`src/hdl/shabc_pkg.sv`:
```
`default_nettype none

package shabc_pkg;

  typedef logic [31:0] word_t;

  localparam int NUM_CHAIN = 8;
  localparam int NUM_ROUNDS = 64;
  localparam int NUM_WORDS = 16;

  localparam word_t INIT_IV [NUM_CHAIN] = '{
    32'h6a09e667, 32'hbb67ae85, 32'h3c6ef372, 32'ha54ff53a,
    32'h510e527f, 32'h9b05688c, 32'h1f83d9ab, 32'h5be0cd19
  };

  localparam word_t ROUND_K [NUM_ROUNDS] = '{
    32'h428a2f98, 32'h71374491, 32'hb5c0fbcf, 32'he9b5dba5,
    32'h3956c25b, 32'h59f111f1, 32'h923f82a4, 32'hab1c5ed5,
    32'hd807aa98, 32'h12835b01, 32'h243185be, 32'h550c7dc3,
    32'h72be5d74, 32'h80deb1fe, 32'h9bdc06a7, 32'hc19bf174,
    32'he49b69c1, 32'hefbe4786, 32'h0fc19dc6, 32'h240ca1cc,
    32'h2de92c6f, 32'h4a7484aa, 32'h5cb0a9dc, 32'h76f988da,
    32'h983e5152, 32'ha831c66d, 32'hb00327c8, 32'hbf597fc7,
    32'hc6e00bf3, 32'hd5a79147, 32'h06ca6351, 32'h14292967,
    32'h27b70a85, 32'h2e1b2138, 32'h4d2c6dfc, 32'h53380d13,
    32'h650a7354, 32'h766a0abb, 32'h81c2c92e, 32'h92722c85,
    32'ha2bfe8a1, 32'ha81a664b, 32'hc24b8b70, 32'hc76c51a3,
    32'hd192e819, 32'hd6990624, 32'hf40e3585, 32'h106aa070,
    32'h19a4c116, 32'h1e376c08, 32'h2748774c, 32'h34b0bcb5,
    32'h391c0cb3, 32'h4ed8aa4a, 32'h5b9cca4f, 32'h682e6ff3,
    32'h748f82ee, 32'h78a5636f, 32'h84c87814, 32'h8cc70208,
    32'h90befffa, 32'ha4506ceb, 32'hbef9a3f7, 32'hc67178f2
  };

  function automatic word_t bsig0(input word_t x);
    return {x[1:0], x[31:2]} ^ {x[12:0], x[31:13]} ^ {x[21:0], x[31:22]};
  endfunction

  function automatic word_t bsig1(input word_t x);
    return {x[5:0], x[31:6]} ^ {x[10:0], x[31:11]} ^ {x[24:0], x[31:25]};
  endfunction

  function automatic word_t ssig0(input word_t x);
    return {x[6:0], x[31:7]} ^ {x[17:0], x[31:18]} ^ {3'b000, x[31:3]};
  endfunction

  function automatic word_t ssig1(input word_t x);
    return {x[16:0], x[31:17]} ^ {x[18:0], x[31:19]} ^ {10'b0, x[31:10]};
  endfunction

endpackage

`default_nettype wire

```
`src/hdl/sha256_block_compress_core.sv`:
```
// sha-256 block compression core
// input channel: one 32-bit big-endian message word per beat on in_tdata,
//   in_tuser[0] = first_block (reload chaining value from init registers),
//   in_tuser[1] = final_block (sampled on the sixteenth word of a block)
// config channel: cfg_index 0..7 writes init_word_0..7, other indexes are
//   dropped; cfg_ready is always high
// output channel: after a final block, eight digest beats, out_tuser holds
//   the word position and out_tlast marks the eighth word
// timing: words are taken one per cycle while in_tready is high; after the
//   sixteenth word the block runs 64 rounds on one shared round unit, one
//   round per cycle, then the chaining add state, after which a final block
//   presents its first digest beat
// in_tready is low during the rounds, the chaining add and while the digest is sent; a stall
//   on out_tready holds the current digest beat and the core
// reset: loads the standard initial hash values into the init registers and
//   the chaining value, clears the word count and returns to word loading
`default_nettype none

module sha256_block_compress_core (
  input  wire                  clk,
  input  wire                  rst_n,
  input  wire                  in_tvalid,
  output logic                 in_tready,
  input  wire shabc_pkg::word_t in_tdata,   // msg_word
  input  wire  [1:0]           in_tuser,   // first_block, final_block
  output logic                 out_tvalid,
  input  wire                  out_tready,
  output shabc_pkg::word_t     out_tdata,  // digest_word
  output logic [2:0]           out_tuser,  // digest_index
  output logic                 out_tlast,
  input  wire                  cfg_valid,
  output logic                 cfg_ready,
  input  wire  [3:0]           cfg_index,
  input  wire shabc_pkg::word_t cfg_data
);
  import shabc_pkg::*;

  localparam logic [1:0] ST_LOAD = 2'd0;
  localparam logic [1:0] ST_RUN  = 2'd1;
  localparam logic [1:0] ST_ADD  = 2'd2;
  localparam logic [1:0] ST_EMIT = 2'd3;

  logic [1:0] state_r, state_nxt;
  logic [3:0] wcnt_r, wcnt_nxt;
  logic [5:0] rnd_r, rnd_nxt;
  logic [2:0] oidx_r, oidx_nxt;
  logic       final_r, final_nxt;
  word_t      init_r [NUM_CHAIN];
  word_t      init_nxt [NUM_CHAIN];
  word_t      chain_r [NUM_CHAIN];
  word_t      chain_nxt [NUM_CHAIN];
  word_t      work_r [NUM_CHAIN];
  word_t      work_nxt [NUM_CHAIN];
  word_t      win_r [NUM_WORDS];
  word_t      win_nxt [NUM_WORDS];
  word_t      chain_sel [NUM_CHAIN];
  word_t      t1, t2, w_new;
  logic       in_acc;

  assign in_tready  = (state_r == ST_LOAD);
  assign in_acc     = in_tvalid & in_tready;
  assign cfg_ready  = 1'b1;
  assign out_tvalid = (state_r == ST_EMIT);
  assign out_tdata  = chain_r[oidx_r];
  assign out_tuser  = oidx_r;
  assign out_tlast  = &oidx_r;

  // shared round unit
  assign t1 = work_r[7] + bsig1(work_r[4])
            + (work_r[6] ^ ((work_r[5] ^ work_r[6]) & work_r[4]))
            + ROUND_K[rnd_r] + win_r[0];
  assign t2 = bsig0(work_r[0])
            + ((work_r[0] & work_r[1]) ^ (work_r[0] & work_r[2]) ^ (work_r[1] & work_r[2]));
  // window holds w[t..t+15]; next schedule word is w[t+16]
  assign w_new = ssig1(win_r[14]) + win_r[9] + ssig0(win_r[1]) + win_r[0];

  always_comb begin
    for (int i = 0; i < NUM_CHAIN; i++) begin
      chain_sel[i] = in_tuser[0] ? init_r[i] : chain_r[i];
    end
  end

  always_comb begin
    state_nxt = state_r;
    wcnt_nxt  = wcnt_r;
    rnd_nxt   = rnd_r;
    oidx_nxt  = oidx_r;
    final_nxt = final_r;
    init_nxt  = init_r;
    chain_nxt = chain_r;
    work_nxt  = work_r;
    win_nxt   = win_r;

    if (cfg_valid && cfg_index < 4'(NUM_CHAIN)) begin
      init_nxt[cfg_index[2:0]] = cfg_data;
    end

    unique case (state_r)
      ST_LOAD: begin
        if (in_acc) begin
          chain_nxt = chain_sel;
          for (int i = 0; i < NUM_WORDS - 1; i++) begin
            win_nxt[i] = win_r[i + 1];
          end
          win_nxt[NUM_WORDS - 1] = in_tdata;
          wcnt_nxt = wcnt_r + 4'd1;
          if (&wcnt_r) begin
            work_nxt  = chain_sel;
            final_nxt = in_tuser[1];
            rnd_nxt   = '0;
            state_nxt = ST_RUN;
          end
        end
      end
      ST_RUN: begin
        work_nxt[7] = work_r[6];
        work_nxt[6] = work_r[5];
        work_nxt[5] = work_r[4];
        work_nxt[4] = work_r[3] + t1;
        work_nxt[3] = work_r[2];
        work_nxt[2] = work_r[1];
        work_nxt[1] = work_r[0];
        work_nxt[0] = t1 + t2;
        for (int i = 0; i < NUM_WORDS - 1; i++) begin
          win_nxt[i] = win_r[i + 1];
        end
        win_nxt[NUM_WORDS - 1] = w_new;
        rnd_nxt = rnd_r + 6'd1;
        if (&rnd_r) begin
          state_nxt = ST_ADD;
        end
      end
      ST_ADD: begin
        for (int i = 0; i < NUM_CHAIN; i++) begin
          chain_nxt[i] = chain_r[i] + work_r[i];
        end
        oidx_nxt  = '0;
        state_nxt = final_r ? ST_EMIT : ST_LOAD;
      end
      ST_EMIT: begin
        if (out_tready) begin
          oidx_nxt = oidx_r + 3'd1;
          if (&oidx_r) begin
            state_nxt = ST_LOAD;
          end
        end
      end
      default: state_nxt = ST_LOAD;
    endcase
  end

  always_ff @(posedge clk) begin
    if (!rst_n) begin
      state_r <= ST_LOAD;
      wcnt_r  <= '0;
      rnd_r   <= '0;
      oidx_r  <= '0;
      final_r <= 1'b0;
      init_r  <= INIT_IV;
      chain_r <= INIT_IV;
    end else begin
      state_r <= state_nxt;
      wcnt_r  <= wcnt_nxt;
      rnd_r   <= rnd_nxt;
      oidx_r  <= oidx_nxt;
      final_r <= final_nxt;
      init_r  <= init_nxt;
      chain_r <= chain_nxt;
    end
  end

  always_ff @(posedge clk) begin
    work_r <= work_nxt;
    win_r  <= win_nxt;
  end

endmodule

`default_nettype wire
```
`config.mk`:
```
export PLATFORM = sky130hd
export DESIGN_NAME = sha256_block_compress_core
export DESIGN_NICKNAME = d
export VERILOG_FILES = /design/src/hdl/shabc_pkg.sv /design/src/hdl/sha256_block_compress_core.sv
export SDC_FILE = /design/constraint.sdc
export NUM_CORES = 2
export LEC_CHECK = 0
export BUFFER_PORTS_ARGS = -buffer_cell sky130_fd_sc_hd__buf_2
export CORE_AREA = 2 2 423 320
export DETAILED_ROUTE_END_ITERATION = 10
export DIE_AREA = 0 0 425 322
export HOLD_SLACK_MARGIN = 0.15
export PLACE_DENSITY = 0.79
export SLEW_MARGIN = 20
export SYNTH_ARGS = -nofsm -noshare
export SYNTH_HDL_FRONTEND = slang
export SYNTH_SLANG_ARGS = --single-unit
```
`constraint.sdc`:
```
create_clock -name clk -period 46.2 [get_ports clk]
set_input_delay 9.24 -clock clk [delete_from_list [all_inputs] [get_ports clk]]
set_output_delay 9.24 -clock clk [all_outputs]
set_load 0.02 [all_outputs]
```
==> results.rst <==
.. list-table::
   :header-rows: 1

   * - Metric
     - Value
   * - Critical-path cell with the highest stage delay
     - dfxtp_4
   * - Routed WL per cell
     - 25.53 um
   * - Maximum resistive drop on vdd
     - 0.03490 mV
   * - Clock Sink Count
     - about 1300
   * - Drt first-iter violations
     - slightly above 9000
   * - Power Dens Cells
     - 35.41 mW/mm2
   * - Root cell of the clock tree
     - clkbuf_16
   * - Mean Syn Cell Area
     - ~9.5 um2
   * - Synth Register Bits
     - between 1000 and 1500
   * - Clock skew
     - 0.03499 ns
   * - Top cells by instance count after synthesis
     - 1308 x nand2_1, 773 x a21oi_1, 768 x edfxtp_1
   * - Worst slew pin tran
     - 1.292 ns
   * - Largest fanout on the critical path
     - 36
   * - H-tree levels
     - 4
   * - Combinational Power Share
     - ~21%
   * - Arrival time of data at the critical path endpoint
     - around 3.7 ns
   * - Critical path launch point type
     - register
   * - Class of the most critical setup path
     - reg -> out
   * - Number of flops mapped to enable cells by yosys
     - about 770
   * - Number of nets in the synthesized netlist
     - ~9000
   * - Worst hold-check path type
     - reg -> reg
   * - Num CTS Buffers
     - roughly 130
   * - Total half-perimeter wirelength after legalization and detailed placement
     - 184700 um
   * - Reg power frac
     - 42.6%
   * - Primary flip-flop cell chosen by synthesis mapping
     - edfxtp_1
   * - Multi-input gate area in the final layout
     - roughly 0.042 mm2
   * - Global-route wire length before repair
     - approximately 380000 um
   * - Clock tree from TritonCTS
     - done
   * - Height of the die
     - between 300 and 400 um
   * - Final weighted congestion in routability-driven placement
     - between 1 and 1.5
   * - Synthesized instance count
     - ~8300
   * - Post-DR vias/cell
     - about 6.5
   * - Setup repair after global routing missed its margin
     - false
   * - All-layer global routing usage
     - around 37%
   * - Cell row count
     - between 100 and 150
   * - Number of iterations in the first detailed-routing pass
     - 7
   * - Ys Warns
     - 0
   * - Count of filler cells inserted in the layout
     - between 10000 and 15000
   * - Total number of vias
     - between 60000 and 70000
   * - Initial standard-cell utilization of the core
     - roughly three fifths
   * - Achievable clock frequency
     - 77.43 MHz
   * - Critical path, cell by cell
     - buf_4 -> mux4_2 -> mux2_2 -> buf_2
   * - FF/Latch Area
     - between 0.03 and 0.04 mm2
   * - Share of the synthesized area in the top cell type
     - 29.06%
   * - Cell variety after synth
     - 100
   * - Most common cell in the synthesized netlist
     - nand2_1
   * - Worst setup timing slack at the placement stage
     - about 33 ns
   * - Sequential share of the synthesized area
     - between 40% and 50%
   * - Die Footprint
     - 0.1369 mm2
   * - Core outline area
     - between 0.1 and 0.15 mm2
   * - Leakage Power
     - about 35 nW
   * - Post-CTS clock slew at the launch and capture registers of the worst setup and hold paths
     - roughly 0.07 ns
   * - Switching part of the total power
     - 29.70%
   * - Final-report max-slew violation count
     - 0
   * - Antenna violation net count after detailed routing
     - 0
   * - Largest net degree at the start of global routing
     - 212
   * - Layout overhead on the synthesized area
     - 7.771%
   * - Number of hold buffers added after cts
     - 0
   * - Total internal power
     - around 2.1 mW
   * - Remaining routing DRC violations
     - 0
   * - Minimum setup slack in the final design
     - between 30 and 40 ns
   * - Largest area contributor in the netlist
     - edfxtp_1
   * - Required time of the critical path
     - 36.96 ns
   * - Wire length after detailed routing
     - between 200000 and 300000 um
   * - Clock insertion delay at the later pin of the skew report
     - 0.80 ns
   * - Clock buffer depth
     - 3
   * - I/O Buffers
     - around 110
   * - X dimension of the die
     - 425 um
   * - Gates resized, CTS repair
     - 0
   * - Area contributors post-synth
     - edfxtp_1 29%, dfxtp_1 13%, ha_1 6.2%
   * - Worst Setup End Kind
     - output port
   * - Remaining max-slew budget at the tightest pin
     - 13.15%
   * - Final #Nets
     - ~9000
   * - Status
     - finished clean
   * - CP top delay family
     - multiplexers
   * - Buffers plus inverters on the worst setup path
     - 2
   * - Fraction of final layout cells sized beyond drive strength 1
     - under 10%
   * - I/O pin cnt
     - approximately 110
   * - Final clock period utilization by the worst path
     - between 20% and 30%
   * - Clock share of power
     - a little under two fifths
   * - Via count of the first global-routing pass
     - 60250
   * - Number of max-cap violations
     - 0
   * - Fraction of registers with async set or reset after synthesis
     - 0%
   * - Number of failing setup endpoints in the final timing report
     - 0
   * - Setup Buffers After CTS
     - 0
   * - Post-synthesis instance area
     - around 0.08 mm2
   * - Congestion Overflow GR
     - 0
   * - Sum of negative setup slack
     - 0 ns
   * - Min cycle time layout
     - roughly 13 ns
   * - Net switching power figure
     - roughly 0.90 mW
   * - Crit-path max cell delay
     - ~0.88 ns
   * - Final hold violation count
     - 0
   * - Initial antenna violation count
     - 10
==> power by group through the flow <==
stage / registers [mW] / logic [mW] / clock network [mW]
after floorplan: 1.32 / 0.451 / 0
after global placement: 1.31 / 0.586 / 0
after detailed placement: 1.31 / 0.604 / 0
after CTS: 1.29 / 0.610 / 1.12
after global routing: 1.29 / 0.683 / 1.16
final: 1.29 / 0.626 / 1.11
==> metrics by stage <==
stage	hold WS, ns	area [um2]	power, mW	cells	util, %
final	0.4048	85540	3.029	10080	64.48
after global routing	0.4126	85540	3.137	10070	64.48
after CTS	0.4091	85520	3.019	10070	64.47
after detailed placement	0.4045	81140	1.918	9832	61.17
after global placement	0.4002	81140	1.898	9832	61.17
after floorplan	0.4003	79370	1.767	8337	-
==> worst register-to-register path: cells and delay by family (launching register included) <==
kind / cells / cell delay [ns]
compound gates: 18 / 5.03
xor+xnor: 2 / 0.64
fa+ha+maj: 5 / 2.65
buf+inv: 5 / 1.03
flops: 1 / 0.31
simple gates: 5 / 1.10
==> routing by layer <==
metal	part of all wire (%)	global-route usage (%)	vias to the layer above	wire length [um]
li1	-	-	29140	-
met1	41	53.89	31490	105000
met2	40	50.24	4317	103500
met3	15	11.67	624	38000
met4	4.2	14.64	4	10760
met5	0.0093	0	-	24
==> state kept, by name (all words and copies together), names as in the netlist <==
register / cells
win_r: 512
final_r: 1
init_r: 256
chain_r: 256
rnd_r: 6
out_tuser: 3
wcnt_r: 4
state_r: 2
work_r: 256
==> path summary, 6_finish.rpt <==
kind / from / endpoint / slack, ns / cells after the start
worst max-delay path: out_tuser[0] / out_tdata[5] / 33.29 / 4
worst min-delay path: win_r[174] / win_r[206] / 0.40 / 0
worst max register to register: rnd_r[1] / work_r[255] / 35.29 / 35
worst min register to register: win_r[174] / win_r[206] / 0.40 / 0
==> layout make-up <==
class / instances / area share, %
clock inverters: 56 / 0.7387
flip-flops and latches: 1296 / 39.33
inverters: 515 / 2.277
repair buffers: 209 / 1.558
well taps: 1770 / 2.589
multi-input cells: 6042 / 49.11
clock buffers: 183 / 4.385
diodes: 4 / 0.01170
==> layout by cell type (no fill, tap or decap), drive strengths merged, types with 74 or more instances in the layout <==
master / n
nand2: 1308
a21oi: 773
edfxtp: 768
nor2: 555
dfxtp: 528
inv: 521
ha: 396
o21ai: 387
xnor2: 323
mux2i: 298
nand3: 261
xor2: 228
buf: 208
fa: 195
clkbuf: 184
a21o: 179
a211oi: 76
nor3: 74
==> kinds of logic after synthesis <==
group           count (synthesis)  synth area share [%]
compound gates               1969                 15.45
xor+xnor                      552                 6.108
fa+ha+maj                     594                 11.20
buf+inv                       999                 4.835
flops                        1296                 42.37
mux                           435                 6.681
other cells                     1              0.004724
simple gates                 2491                 13.35
No activity file was read; power rests on OpenSTA's default activity.
